## config.mk

```make
export PLATFORM = sky130hd
export DESIGN_NAME = predicated_pivot_partition_unit
export DESIGN_NICKNAME = d
export VERILOG_FILES = /design/src/ppp_pkg.sv /design/src/predicated_pivot_partition_unit.sv
export SDC_FILE = /design/constraint.sdc
export NUM_CORES = 1
export LEC_CHECK = 0
export CAP_MARGIN = 5
export CORE_AREA = 8 8 190 192
export CTS_CLUSTER_DIAMETER = 200
export DETAILED_ROUTE_END_ITERATION = 10
export DIE_AREA = 0 0 198 200
export DONT_BUFFER_PORTS = 1
export GPL_TIMING_DRIVEN = 1
export PLACE_DENSITY_LB_ADDON = 0.08
export SYNTH_ARGS = -nofsm -noshare
export SYNTH_HDL_FRONTEND = slang
export SYNTH_SLANG_ARGS = --single-unit
```

## constraint.sdc

```tcl
create_clock -name clk -period 5.3 [get_ports clk]
set_input_delay 1.06 -clock clk [delete_from_list [all_inputs] [get_ports clk]]
set_output_delay 1.06 -clock clk [all_outputs]
set_load 0.02 [all_outputs]
```

## src/ppp_pkg.sv

```systemverilog
// Package: widths, types and register indexes for the predicated pivot partition unit.
`default_nettype none
package ppp_pkg;

    localparam int LANES       = 4;
    localparam int INDEX_BITS  = 20;
    localparam int CURSOR_BITS = INDEX_BITS + 1;
    localparam int VALUE_BITS  = 32;
    localparam int CNT_BITS    = $clog2(LANES + 1);
    localparam int CFG_IDX_BITS  = 1;
    localparam int CFG_DATA_BITS = 32;

    typedef logic signed [VALUE_BITS-1:0] value_t;
    typedef logic [INDEX_BITS-1:0]        index_t;
    typedef logic [CURSOR_BITS-1:0]       cursor_t;
    typedef logic [CNT_BITS-1:0]          lane_cnt_t;
    typedef logic [LANES-1:0]             lane_mask_t;
    typedef logic [CFG_IDX_BITS-1:0]      cfg_idx_t;
    typedef logic [CFG_DATA_BITS-1:0]     cfg_data_t;

    localparam cfg_idx_t REG_PIVOT       = CFG_IDX_BITS'(0);
    localparam cfg_idx_t REG_VALUE_COUNT = CFG_IDX_BITS'(1);

endpackage
`default_nettype wire

```

## src/predicated_pivot_partition_unit.sv

```systemverilog
// Top level: branch-free partition of four-lane column items around a pivot.
//
//  channel | direction | handshake             | payload
//  --------+-----------+-----------------------+---------------------------------------------
//  in      | input     | in_valid / in_stall   | first, last, value0..value3
//  out     | output    | out_valid / out_stall | dest0..dest3, high_side, done_res, split_point
//  cfg     | input     | cfg_valid / cfg_ready | cfg_index, cfg_data
//
//  One item per cycle unless stalled; items pass the input register, then the result register.
//  The cursor update sits in the compare and prefix-count logic between the
//  input register and the result register.
//  Reset clears the cursors, the registers pivot and value_count, and both valid flags.
//  An output stall holds the result register; the input register still takes one more item.
`default_nettype none
module predicated_pivot_partition_unit
(
    input  wire logic                   clk,
    input  wire logic                   rst_n,

    input  wire logic                   in_valid,
    output logic                        in_stall,
    input  wire logic                   first,
    input  wire logic                   last,
    input  wire ppp_pkg::value_t        value0,
    input  wire ppp_pkg::value_t        value1,
    input  wire ppp_pkg::value_t        value2,
    input  wire ppp_pkg::value_t        value3,

    output logic                        out_valid,
    input  wire logic                   out_stall,
    output ppp_pkg::index_t             dest0,
    output ppp_pkg::index_t             dest1,
    output ppp_pkg::index_t             dest2,
    output ppp_pkg::index_t             dest3,
    output ppp_pkg::lane_mask_t         high_side,
    output logic                        done_res,
    output ppp_pkg::cursor_t            split_point,

    input  wire logic                   cfg_valid,
    output logic                        cfg_ready,
    input  wire ppp_pkg::cfg_idx_t      cfg_index,
    input  wire ppp_pkg::cfg_data_t     cfg_data
);
    import ppp_pkg::*;

    value_t     pivot_reg;
    cursor_t    value_count_reg;
    cursor_t    low_cursor_reg;
    cursor_t    high_cursor_reg;
    cursor_t    low_cursor_next;
    cursor_t    high_cursor_next;

    logic       s1_valid_reg;
    logic       s1_first_reg;
    logic       s1_last_reg;
    value_t     s1_value_reg [LANES];
    logic       s1_advance;

    logic       out_valid_reg;
    index_t     dest_reg [LANES];
    index_t     dest_next [LANES];
    lane_mask_t side_reg;
    lane_mask_t side_next;
    logic       done_reg;
    cursor_t    split_reg;
    cursor_t    split_next;

    logic       in_xfer;
    logic       out_free;

    assign cfg_ready = 1'b1;

    assign out_free   = !out_valid_reg || !out_stall;
    assign s1_advance = s1_valid_reg && out_free;
    assign in_stall   = s1_valid_reg && !out_free;
    assign in_xfer    = in_valid && !in_stall;

    always_ff @(posedge clk or negedge rst_n)
    begin
        if (!rst_n)
        begin
            pivot_reg       <= '0;
            value_count_reg <= '0;
        end
        else if (cfg_valid && cfg_ready)
        begin
            unique case (cfg_index)
                REG_PIVOT:       pivot_reg       <= cfg_data;
                REG_VALUE_COUNT: value_count_reg <= cfg_data[CURSOR_BITS-1:0];
                default:         ;
            endcase
        end
    end

    // Input register
    always_ff @(posedge clk or negedge rst_n)
    begin
        if (!rst_n)
        begin
            s1_valid_reg <= 1'b0;
        end
        else if (in_xfer)
        begin
            s1_valid_reg <= 1'b1;
        end
        else if (s1_advance)
        begin
            s1_valid_reg <= 1'b0;
        end
    end

    always_ff @(posedge clk)
    begin
        if (in_xfer)
        begin
            s1_first_reg    <= first;
            s1_last_reg     <= last;
            s1_value_reg[0] <= value0;
            s1_value_reg[1] <= value1;
            s1_value_reg[2] <= value2;
            s1_value_reg[3] <= value3;
        end
    end

    // Compare each lane, count earlier lanes per side, step the cursors
    always_comb
    begin
        cursor_t   low_base;
        cursor_t   high_base;
        lane_cnt_t lo_cnt;
        lane_cnt_t hi_cnt;
        low_base  = s1_first_reg ? '0 : low_cursor_reg;
        high_base = s1_first_reg ? value_count_reg - CURSOR_BITS'(1) : high_cursor_reg;
        lo_cnt    = '0;
        hi_cnt    = '0;
        side_next = '0;
        for (int i = 0; i < LANES; i++)
        begin
            if (s1_value_reg[i] >= pivot_reg)
            begin
                dest_next[i] = INDEX_BITS'(high_base - CURSOR_BITS'(hi_cnt));
                side_next[i] = 1'b1;
                hi_cnt       = hi_cnt + CNT_BITS'(1);
            end
            else
            begin
                dest_next[i] = INDEX_BITS'(low_base + CURSOR_BITS'(lo_cnt));
                lo_cnt       = lo_cnt + CNT_BITS'(1);
            end
        end
        low_cursor_next  = low_base + CURSOR_BITS'(lo_cnt);
        high_cursor_next = high_base - CURSOR_BITS'(hi_cnt);
        split_next       = s1_last_reg ? low_cursor_next : '0;
    end

    always_ff @(posedge clk or negedge rst_n)
    begin
        if (!rst_n)
        begin
            low_cursor_reg  <= '0;
            high_cursor_reg <= '0;
            out_valid_reg   <= 1'b0;
        end
        else
        begin
            if (s1_advance)
            begin
                low_cursor_reg  <= low_cursor_next;
                high_cursor_reg <= high_cursor_next;
            end
            if (out_free)
            begin
                out_valid_reg <= s1_advance;
            end
        end
    end

    // Result register
    always_ff @(posedge clk)
    begin
        if (s1_advance)
        begin
            for (int i = 0; i < LANES; i++)
            begin
                dest_reg[i] <= dest_next[i];
            end
            side_reg  <= side_next;
            done_reg  <= s1_last_reg;
            split_reg <= split_next;
        end
    end

    assign out_valid   = out_valid_reg;
    assign dest0       = dest_reg[0];
    assign dest1       = dest_reg[1];
    assign dest2       = dest_reg[2];
    assign dest3       = dest_reg[3];
    assign high_side   = side_reg;
    assign done_res    = done_reg;
    assign split_point = split_reg;

endmodule
`default_nettype wire
```

# ---- After elaboration in Yosys (flattened, before gate mapping)
# Memories as Yosys holds them, arrays and structs flattened.
# Cells that the tools add are included.
# W data, S select, Z words.
dict set report word_totals {
  word_cells 68
  input_bits 168
  n_memories 2
  regBits 125
  out_inout_bits 109
  mem_bits_rw 208
}
# name words width read_ports rd_clocked_by_memory_dff wr line
set mem_list {}
lappend mem_list {s1_value_reg 4 32 4 0 4 predicated_pivot_partition_unit.sv:56} ;# value_t s1_value_reg [LANES];
lappend mem_list {dest_reg 4 20 4 0 4 predicated_pivot_partition_unit.sv:60} ;# index_t dest_reg [LANES];
dict set report op_classes {
  magnitude_cmp 4
  bitwise 1
  muxes 24
  n_reduce_logical 11
  add_sub_neg 15
}
# op n
set op_table {}
lappend op_table {{$ge A32 B32 Y1} 4}
lappend op_table {{$mux W20} 4}
lappend op_table {{$add A20 B3 Y20} 3}
lappend op_table {{$sub A20 B3 Y20} 3}
lappend op_table {{$mux W21} 2}
lappend op_table {{$add A21 B3 Y21} 1}
lappend op_table {{$sub A21 B1 Y21 const B} 1}
lappend op_table {{$sub A21 B3 Y21} 1}
lappend op_table {{$add A3 B1 Y3 const B} 6}
lappend op_table {{$mux W3} 6}
lappend op_table {{$mux W1} 12}
lappend op_table {{$logic_not A1 Y1} 4}
lappend op_table {{$reduce_and A2 Y1} 2}
lappend op_table {{$logic_and A1 B1 Y1} 3}
lappend op_table {{$reduce_bool A2 Y1} 1}
lappend op_table {{$logic_or A1 B1 Y1} 1}
lappend op_table {{$not A1 Y1} 1}

# ---- Longest topological paths before layout
# Gate-level depths: netlist of run 1.
# An unclocked memory read counts as a cell.
dict set report depth {
  word_depth 10
  depth_mapped 26
  ltp_nobuf 25
}

# ---- Worst setup path after synthesis of run 1
# Ideal clock, no wire load.
dict set report synth_timing {
  path_type {flip-flop to flip-flop}
  startpoint {reg pivot_reg[1]}
  endpoint {reg split_reg[19], in the netlist split_point[19] (data pin)}
  arrival_time_ns 5.154
  slack_ns -0.109
  setup_ns 0.255
  n_path_buf 1
  period_less_slack_ns 5.409
  required_time_ns 5.045
  stages_incl_launch_ff 24
  cell_sequence {dfrtp_1 -> inv_1 -> ha_1 -> nor2b_1 -> o211ai_1 -> a2111oi_0 -> a211oi_1 -> a21oi_1 -> a211oi_1 -> mux2_2 -> clkbuf_1 -> inv_1 -> ha_1 -> xnor2_1 -> ha_1 -> mux2_2 -> ha_1 -> a21o_1 -> a21oi_1 -> nor2_1 -> nand2_1 -> nor3_1 -> xor2_1 -> and2_1}
}
dict set report synth_via {
  elab_chain_len 9
  word_cells_on_any_way 12
  cone_classes {add/sub: 4; order compare: 4; mux: 4}
}
# item line
set synth_rtl {}
lappend synth_rtl {{from (decl)} predicated_pivot_partition_unit.sv:46} ;# value_t pivot_reg;
lappend synth_rtl {{from (signal assigned)} predicated_pivot_partition_unit.sv:88} ;# REG_PIVOT: pivot_reg <= cfg_data;
lappend synth_rtl {{$ge A32 B32 Y1} predicated_pivot_partition_unit.sv:139} ;# if (s1_value_reg[i] >= pivot_reg)
lappend synth_rtl {{$mux W1} predicated_pivot_partition_unit.sv:139}
lappend synth_rtl {{$add A3 B1 Y3} predicated_pivot_partition_unit.sv:148} ;# lo_cnt = lo_cnt + CNT_BITS'(1);
lappend synth_rtl {{$mux W3} predicated_pivot_partition_unit.sv:139}
lappend synth_rtl {{$add A3 B1 Y3} predicated_pivot_partition_unit.sv:148}
lappend synth_rtl {{$mux W3} predicated_pivot_partition_unit.sv:139}
lappend synth_rtl {{$add A3 B1 Y3} predicated_pivot_partition_unit.sv:148}
lappend synth_rtl {{$mux W3 (*)} predicated_pivot_partition_unit.sv:139}
lappend synth_rtl {{$add A21 B3 Y21 (*)} predicated_pivot_partition_unit.sv:151} ;# low_cursor_next = low_base + CURSOR_BITS'(lo_cnt);
lappend synth_rtl {{to (signal assigned)} predicated_pivot_partition_unit.sv:189} ;# split_reg <= split_next;
lappend synth_rtl {{to (decl)} predicated_pivot_partition_unit.sv:65} ;# cursor_t split_reg;
# Mark *: on every way between the ends. The rest lies on a longest branch, timed or not.
# A chain may end at the register's enable or synchronous reset.

# ---- Worst setup path in the final report of run 1
dict set report layout_timing {
  startpoint {reg pivot_reg[11]}
  endpoint {reg split_reg[20], in the netlist split_point[20] (data pin)}
}
# Same word-level chain as after synthesis.

==> flow_summary.yaml, run 1 <==
run_status:
  status: "completed"
cells_and_area:
  final_common_cell: "edfxtp_1"
  largest_register_ffs: 128
  regArea_sq_mm: 0.00946
  nFillCells: 2607
  area_delta_synth_final_pct: 12.8
  nets: 2122
  drive_above_1_share_pct: 13.9
  multi_input_area_sq_mm: 0.00908
  final_cell_mix: "edfxtp_1 (236), nand2_1 (173), ha_1 (153)"
pwr:
  power_per_cell_area_mw_per_mm2: 424
  p_switching_mw: 3.10
  p_sw_share_pct: 34.1
  vdd_drop_max_mv: 0.358
  p_clk_share_pct: 29.1
  p_leak_nw: 8.33
  p_int_mw: 5.98
  comb_power_share_pct: 30.4
  seqPwrFrac_pct: 40.5
worst_setup_path:
  required_ns: 5.59
  end_kind: "register"
  worst_r2r_startpoint: "pivot_reg[11]"
  path_depth: 23
  path_cells: "inv_1 -> ha_1 -> nand4_1 -> buf_4 -> a21oi_1 -> o21bai_1 -> a21oi_2 -> a211oi_2 -> mux2_4 -> inv_1 -> ha_2 -> xnor2_4 -> ha_1 -> mux2_2 -> fa_1 -> a21oi_2 -> nor2_1 -> nand3_2 -> nor2_4 -> nand2_1 -> nor2_1 -> xnor2_1 -> nor3b_1"
  rrSetupSlack_ns: 0.25
  critPathMaxFanout: 5
  r2r_cells: 23
  cp-start-kind: "register"
  cp_num_buf_inv: 3
  cp_top_family: "adder cells"
  crit_slowest_cell: "fa_1"
  cpPeakStageDelay_ns: 0.48
  worstPathArrival_ns: 5.34
  r2r_end: "split_point[20]"
  critPathKind: "register to register"
synthesis:
  netlist_instances: 1741
  syn_area_sq_mm: 0.0190
  synth_edf_count: 236
  synth.net_count: 2069
  seq_area_frac_synth_pct: 49.9
  yosysWarnings: 0
  ys_ff_latch: 331
  ys_types: 81
  async_flop_share_pct: 28.7
  syn_area_per_cell_sq_um: 10.9
  synth_flop_cell: "edfxtp_1"
sta:
  setup_tns_ns: 0
  worstMarginPinSlew_ns: 1.11
  hold_violations: 0
  rsz0062_at_grt: "true"
  period_share_pct: 95.3
  setup-violations-final: 0
  slew_violations: 0
  min_period_ns: 5.05
  hold_ws_ns: 0.197
  max_freq_ghz: 0.198
  finClkSkew_ns: 0.0189
  slew_headroom_pct: 25.5
clock_tree:
  cts_buffer_depth: 3
  clk_pin_slew_ns: 0.06
  cts-root-buf: "clkbuf_16"
  cts-htree-levels: 2
  numCtsBuffers: 37
  cts.sink_count: 331
  insertion_delay_ns: 0.57
  cts_tree: "yes"
  cts_hold_buf: 0
place:
  hpwl_um: 41800
  io_buffers: 0
  gp_routability_congestion: 0.915
global_route:
  antenna_found_initial: 9
  first_global_vias: 13600
  gr-total-overflow: 0
  gr-usage-all-layers_pct: 27.1
  grt_pass1_wl_um: 81000
  grt_max_degree: 96
floorplan:
  die_y_um: 200
  pin_count: 277
  dieArea_sq_mm: 0.0396
  coreArea_sq_mm: 0.0331
  dieWidth_um: 198
  initial_core_util_pct: 57.3
  row_count: 67
route:
  drcViolationCount: 0
  num_vias: 13700
  detail-route-antenna-nets: 0
  drt_iter0_markers: 943
  viasPerCell: 6.03
  wl_per_cell_um: 23.8
  first_pass_iters: 5
  drt_wl_total_um: 54100
job:
  maxCapViolations: 0
min_path:
  hp-class: "input pin to async pin"
[final cells by class]
| type | instances | share of cell area, % |
|---|---|---|
| Antenna cell | 4 | 0.0468 |
| Clock buffer | 51 | 4.85 |
| Clock inverter | 17 | 1.03 |
| Inverter | 68 | 1.20 |
| Multi-Input combinational cell | 1258 | 42.4 |
| Sequential cell | 331 | 44.2 |
| Tap cell | 448 | 2.62 |
| Timing Repair Buffer | 98 | 3.61 |
[through the flow]
step	cell area (sq um)	power, mW	utilization (%)	std cells	worst slack (ns)
finish	21400	9.08	64.6	2275	0.249
global route	21400	9.54	64.6	2275	-0.0120
CTS	21200	9.08	64.2	2268	0.00880
detailed placement	20000	6.42	60.3	2200	-0.245
global placement	20000	6.35	60.3	2200	-0.0425
floorplan	19000	5.45	-	1741	0.0796
[how the worst max path moves through the flow]
stage | slack, ns | endpoint | from
2_1_floorplan | 0.08 | split_point[19] | pivot_reg[20]
3_3_place_gp | -0.04 | high_cursor_reg[16] | pivot_reg[1]
3_5_place_dp | -0.24 | high_cursor_reg[16] | pivot_reg[1]
4_1_cts | 0.009 | split_point[19] | pivot_reg[1]
5_1_grt | -0.01 | high_cursor_reg[17] | pivot_reg[1]
6_report | 0.25 | split_point[20] | pivot_reg[11]
[cells by family after synthesis]
group / count (synthesis) / synth area share, %
adders and majority gates: 160 / 10.7
xor gates and xnor gates: 147 / 6.78
muxes: 62 / 3.49
buffers and inverters: 152 / 3.16
other: 1 / 0.0198
AOI/OAI and AO/OA: 344 / 11.4
DFF: 331 / 49.9
and+or+nand+nor: 544 / 14.5
[repair_timing]
item	4_1_cts	5_1_grt
pin swaps	1	9
gates resized for setup	3	32
setup endpoints to repair	34	55
buffers inserted	0	3
endpoints found under the hold margin	0	0
[power by group through the flow]
stage               combinational, mW  clock (mW)  sequential, mW
floorplan                        1.83           0            3.63
global placement                 2.62           0            3.73
detailed placement               2.68           0            3.73
CTS                              2.71        2.68            3.68
global route                     3.06        2.77            3.72
finish                           2.76        2.64            3.68
[cells in the mapped netlist, drive strengths merged (34+ instances only)]
library cell / n / area, sq um
clkbuf: 65 / 244
nand4: 43 / 269
a21oi: 101 / 509
ha: 155 / 1940
nor2: 103 / 387
inv: 62 / 233
nor2b: 37 / 231
edfxtp: 236 / 7090
dfrtp: 95 / 2380
mux2: 34 / 383
xnor2: 114 / 998
nand2: 175 / 657
nand3: 46 / 240
o21ai: 107 / 536
[routing by layer]
layer	up-vias	global-route usage (%)	part of all wire (%)	wire length (um)
li1	6484	-	-	-
met5	-	0	0.14	74
met1	6622	32.2	40	21700
met3	128	5.97	6.2	3340
met2	469	46.5	49	26400
met4	10	13.1	4.8	2600
Power figures use the tool's default switching activity.
==> run 2, diff against run 1 <==
--- a/config.mk
+++ b/config.mk
@@ -7,2 +7,3 @@
 export LEC_CHECK = 0
+export ABC_AREA = 1
 export CAP_MARGIN = 5
--- a/constraint.sdc
+++ b/constraint.sdc
@@ -3,2 +3,2 @@
 set_output_delay 1.06 -clock clk [all_outputs]
-set_load 0.02 [all_outputs]
+set_load 0.01 [all_outputs]
==> run 2 against run 1 <==
  * Power down 5.7%
  * Largest power group unchanged
  * Critical path depth up 2
  * Critical endpoint unchanged
  * Highest routed layer unchanged
  * Register-to-register slack better by 0.10 ns
  * Sequential power down 5%
  * Fmax up 2.1%
==> flow_summary.yaml, run 2 <==
clock_tree:
  cts_hold_buf: 0
  cts-root-buf: "clkbuf_16"
  clk_pin_slew_ns: 0.07
  cts_tree: "yes"
  numCtsBuffers: 37
  insertion_delay_ns: 0.56
  cts.sink_count: 331
  cts_buffer_depth: 3
  cts-htree-levels: 2
floorplan:
  dieArea_sq_mm: 0.0396
  row_count: 67
  pin_count: 277
  initial_core_util_pct: 58.3
  die_y_um: 200
  dieWidth_um: 198
  coreArea_sq_mm: 0.0331
sta:
  finClkSkew_ns: 0.0204
  worstMarginPinSlew_ns: 1.15
  max_freq_ghz: 0.202
  setup-violations-final: 0
  min_period_ns: 4.95
  slew_violations: 0
  hold_violations: 0
  rsz0062_at_grt: "false"
  slew_headroom_pct: 22.8
  fin_ws_ns: 0.352
  period_share_pct: 93.3
  setup_tns_ns: 0
pwr:
  p_int_mw: 5.55
  p_total_mw: 8.56
  comb_power_share_pct: 28.7
  power_per_cell_area_mw_per_mm2: 403
  p_switching_mw: 3.01
  seqPwrFrac_pct: 40.9
  p_sw_share_pct: 35.2
  p_leak_nw: 9.25
  vdd_drop_max_mv: 0.364
  p_clk_share_pct: 30.4
worst_setup_path:
  r2r_end: "split_point[20]"
  endpoint: "split_point[20]"
  r2r_cells: 25
  critPathKind: "register to register"
  worstPathArrival_ns: 5.23
  worst_r2r_startpoint: "s1_value_reg[0][31]"
  rrSetupSlack_ns: 0.35
  end_kind: "register"
  cp-start-kind: "register"
  required_ns: 5.58
  critPathMaxFanout: 5
  startpoint: "s1_value_reg[0][31]"
cells_and_area:
  final_cell_mix: "nand2_1 (559), edfxtp_1 (236), inv_1 (191)"
  final_common_cell: "nand2_1"
  nFillCells: 2770
  nets: 2448
  largest_register_ffs: 128
  area_delta_synth_final_pct: 9.89
  regArea_sq_mm: 0.00946
  drive_above_1_share_pct: 11.6
  multi_input_area_sq_mm: 0.00888
job:
  maxCapViolations: 0
synthesis:
  seq_area_frac_synth_pct: 49.0
  syn_area_per_cell_sq_um: 9.20
  ys_types: 49
  netlist_instances: 2099
  ys_ff_latch: 331
  synth_top_area_share_pct: 36.7
  synthTopCellsByCount: "nand2_1 (561), edfxtp_1 (236), inv_1 (194)"
  async_flop_share_pct: 28.7
  yosysMostFrequentCell: "nand2_1"
  yosysWarnings: 0
  synth_flop_cell: "edfxtp_1"
  synth_edf_count: 236
  synth.net_count: 2427
  syn_area_sq_mm: 0.0193
  synthTopCellsByArea: "edfxtp_1 (37%), dfrtp_1 (12%), nand2_1 (11%)"
  synth_top_area_cell: "edfxtp_1"
route:
  detail-route-antenna-nets: 0
  first_pass_iters: 5
  drt_iter0_markers: 1015
  drt_wl_total_um: 52800
  drcViolationCount: 0
  viasPerCell: 5.53
  wl_per_cell_um: 20.3
  num_vias: 14400
global_route:
  grt_pass1_wl_um: 79700
  gr-total-overflow: 0
  antenna_found_initial: 8
  grt_max_degree: 96
  met1_usage_pct: 34.0
  first_global_vias: 14200
  gr-usage-all-layers_pct: 26.5
  top_usage_layer: "met2"
  grt_use_met3_pct: 5.60
  grt_util_met2_pct: 43.2
min_path:
  hp-class: "input pin to async pin"
place:
  pre_cts_ws_ns: -0.206
  io_buffers: 0
  gp_routability_congestion: 1.01
  hpwl_um: 41000
run_status:
  status: "completed"
## run 2: cell types whose count changed after synthesis, sizes merged, moves of 34 or more
cell	change
xnor2	-105
inv	+160
clkbuf	-44
o21ai	+51
nor2b	-37
nand3	+75
xor2	+49
nor2	+116
mux2	-34
nand2	+417
## run 2: worst min-delay path by stage
stage / slack [ns] / to
finish: 0.21 / high_cursor_reg[14]
global route: 0.19 / high_cursor_reg[14]
CTS: 0.17 / high_cursor_reg[8]
detailed placement: 0.46 / high_cursor_reg[17]
global placement: 0.46 / high_cursor_reg[19]
floorplan: 0.44 / high_cursor_reg[19]
## run 2: area by class of cell
cell class                 count  share of cell area [%]
inverter                     224                    3.99
sequential                   331                    44.6
antenna                        7                  0.0825
clock buffer                  47                    4.83
tap                          448                    2.64
multi-input combinational   1501                    41.9
clock inverter                21                   0.967
timing repair buffer          25                    1.04
## run 2: worst max-delay path, cell delays in order (launching register included)
cell      delay [ns]
edfxtp_1        0.42
ha_4            0.31
nand2_1         0.09
nor2_2          0.13
nand4_1         0.19
nor4_4          0.35
nand2_1         0.12
nand3b_1        0.15
nand3_4         0.15
inv_1           0.12
ha_2            0.24
inv_1           0.05
nand2_1         0.08
and2_1          0.22
ha_1            0.17
inv_1           0.05
o21ai_0         0.16
nand2_1         0.09
ha_1            0.35
a31oi_1         0.16
nor2_2          0.32
nand2_1         0.20
nor2_2          0.17
nand2_1         0.08
xnor2_1         0.21
nor2_1          0.06
## run 2: power groups by stage
stage / combinational, mW / clock, mW / sequential (mW)
after floorplan: 1.70 / 0 / 3.50
after global placement: 2.34 / 0 / 3.55
after detailed placement: 2.39 / 0 / 3.56
after CTS: 2.41 / 2.65 / 3.51
after global routing: 2.75 / 2.73 / 3.54
final: 2.46 / 2.60 / 3.50
## run 2: per-stage QoR
step | instance area [sq um] | cells | util (%) | hold slack, ns
6_report | 21200 | 2604 | 64.1 | 0.208
5_1_grt | 21200 | 2599 | 64.1 | 0.187
4_1_cts | 21100 | 2595 | 63.7 | 0.171
3_5_place_dp | 19900 | 2527 | 60.0 | 0.457
3_3_place_gp | 19900 | 2527 | 60.0 | 0.457
2_1_floorplan | 19300 | 2099 | - | 0.441
## run 2: per-layer routing
metal	wire length, um	up-vias	part of all wire [%]
met5	35	-	0.066
met1	22900	6769	43
met2	24700	483	47
li1	-	7028	-
met3	3190	110	6.0
met4	1950	6	3.7
## run 2: timing repair
action / 4_1_cts / 5_1_grt
setup buffers: 0 / 2
endpoints found under the setup margin: 14 / 31
pin swaps: 0 / 5
resized for setup: 2 / 17
## run 2: cells by family (layout without fill, tap and decap cells)
logic type	Yosys count	after routing	synth area share, %
AND/OR/NAND/NOR	979	979	23.4
flip-flops	331	331	49.0
AO/OA/AOI/OAI	270	270	7.42
buffers and inverters	267	317	5.50
adder cells (fa/ha/maj)	160	160	10.6
XOR/XNOR	91	91	4.13
other	1	8	0.0194
==> run 3, diff against run 2 <==
- CELL_PAD_IN_SITES_DETAIL_PLACEMENT: default -> 0
- CELL_PAD_IN_SITES_GLOBAL_PLACEMENT: default -> 2
- CORE_AREA: 8 8 190 192 -> 8 8 241 243
- DIE_AREA: 0 0 198 200 -> 0 0 249 251
==> run 3 against run 2 <==
  * Register-to-register slack better by 0.11 ns
  * Via count down 2.8%
  * Flip-flop and latch count unchanged
  * Cell area up 1.7%
  * Global-route usage down 7.7 points
  * Critical endpoint is now split_point[17]
  * Combinational power down 2%
  * Sequential share of layout area down 0.74 points
  * Cell count up 9.8%
  * Power up 1.9%
  * Sequential power about the same
  * Clock skew up 0.0059 ns
==> flow_summary.yaml, run 3 (synthesized netlist as in run 2, its figures left out) <==
clock_tree:
  numCtsBuffers: 39
  cts.sink_count: 331
  cts-root-buf: "clkbuf_16"
  cts-htree-levels: 2
  cts_hold_buf: 0
  post_cts_buffers: 0
  cts_buffer_depth: 3
  cts_resized: 0
  insertion_delay_ns: 0.58
  cts_tree: "yes"
  clk_pin_slew_ns: 0.06
global_route:
  grt_pass1_wl_um: 89600
  gr-total-overflow: 0
  first_global_vias: 14400
  antenna_found_initial: 10
  grt_max_degree: 96
  gr-usage-all-layers_pct: 18.7
job:
  maxCapViolations: 0
floorplan:
  die_y_um: 251
  dieArea_sq_mm: 0.0625
  coreArea_sq_mm: 0.0543
  pin_count: 277
  row_count: 86
  initial_core_util_pct: 35.5
  dieWidth_um: 249
cells_and_area:
  nFillCells: 5385
  regArea_sq_mm: 0.00946
  largest_register_ffs: 128
  final_common_cell: "nand2_1"
  area_delta_synth_final_pct: 11.8
  final_cells: 2860
  drive_above_1_share_pct: 11.5
  final_util_pct: 39.7
  final_cell_mix: "nand2_1 (559), edfxtp_1 (236), inv_1 (192)"
  nets: 2448
  multi_input_area_sq_mm: 0.00883
sta:
  hold_ws_ns: 0.180
  max_freq_ghz: 0.207
  worstMarginPinSlew_ns: 1.06
  min_period_ns: 4.84
  slew_violations: 0
  slew_headroom_pct: 29.0
  finClkSkew_ns: 0.0264
  setup-violations-final: 0
  period_share_pct: 91.3
  hold_violations: 0
worst_setup_path:
  required_ns: 5.60
  cpPeakStageDelay_ns: 0.40
  worstPathArrival_ns: 5.14
  worst_r2r_startpoint: "pivot_reg[31]"
  crit_top_cell: "nand2_1"
  critPathMaxFanout: 6
  cp-start-kind: "register"
  crit_slowest_cell: "ha_2"
  end_kind: "register"
  startpoint: "pivot_reg[31]"
  critPathKind: "register to register"
place:
  hpwl_um: 47100
  gp_routability_congestion: 0.835
  io_buffers: 0
  place_inst: 2783
route:
  first_pass_iters: 5
  wl_per_cell_um: 20.8
  drt_iter0_markers: 768
  drt_wl_total_um: 59600
  drcViolationCount: 0
  viasPerCell: 4.89
  detail-route-antenna-nets: 0
  num_vias: 14000
pwr:
  p_total_mw: 8.72
  power_per_cell_area_mw_per_mm2: 404
  vdd_drop_max_mv: 0.258
  p_leak_nw: 9.30
run_status:
  status: "completed"
min_path:
  hp-class: "input pin to async pin"
==> run 3: stage by stage <==
step	instance area [sq um]	TNS, ns	setup slack (ns)
floorplan	19300	0	0.895
global placement	20200	0	0.353
detailed placement	20200	0	0.243
CTS	21500	0	0.221
global route	21600	-0.00106	-0.00106
finish	21600	0	0.458
==> run 3: path summary, 6_finish.rpt <==
| check | endpoint | slack [ns] | cells past startpoint |
|---|---|---|---|
| worst min register to register | high_cursor_reg[2] | 0.48 | 2 |
| max in group asynchronous | low_cursor_reg[14] | 4.85 | 0 |
| min in group clk | high_cursor_reg[2] | 0.48 | 2 |
| worst max register to register | split_point[17] | 0.46 | 29 |
| worst min-delay path | pivot_reg[13] | 0.18 | 0 |
| worst max-delay path | split_point[17] | 0.46 | 29 |
==> run 3: final cells by class <==
cell class                 instances  share of cell area (%)
antenna                            5                  0.0580
clock buffer                      50                    5.00
clock inverter                    22                    1.25
inverter                         224                    3.92
multi-input combinational       1501                    40.9
sequential                       331                    43.8
tap                              704                    4.08
timing repair buffer              23                   0.933
==> run 3: power by group <==
part           switching, mW  internal [mW]
Combinational           1.67          0.747
Clock                   1.16           1.62
Sequential             0.271           3.25
Total                   3.11           5.61
==> run 3: critical path: cells and delay by family, from the launching register on <==
kind            cells  cell delay, ns
simple gates       17            2.18
fa+ha+maj           4            1.36
buf+inv             6            0.43
flops               1            0.32
xor+xnor            1            0.20
compound gates      1            0.08
==> run 3: per-layer routing <==
layer  share of wire [%]  global-route usage [%]
met5                0.11                       0
met4                 2.8                    5.84
met3                 4.7                    4.15
met2                  51                    33.8
met1                  42                    22.1
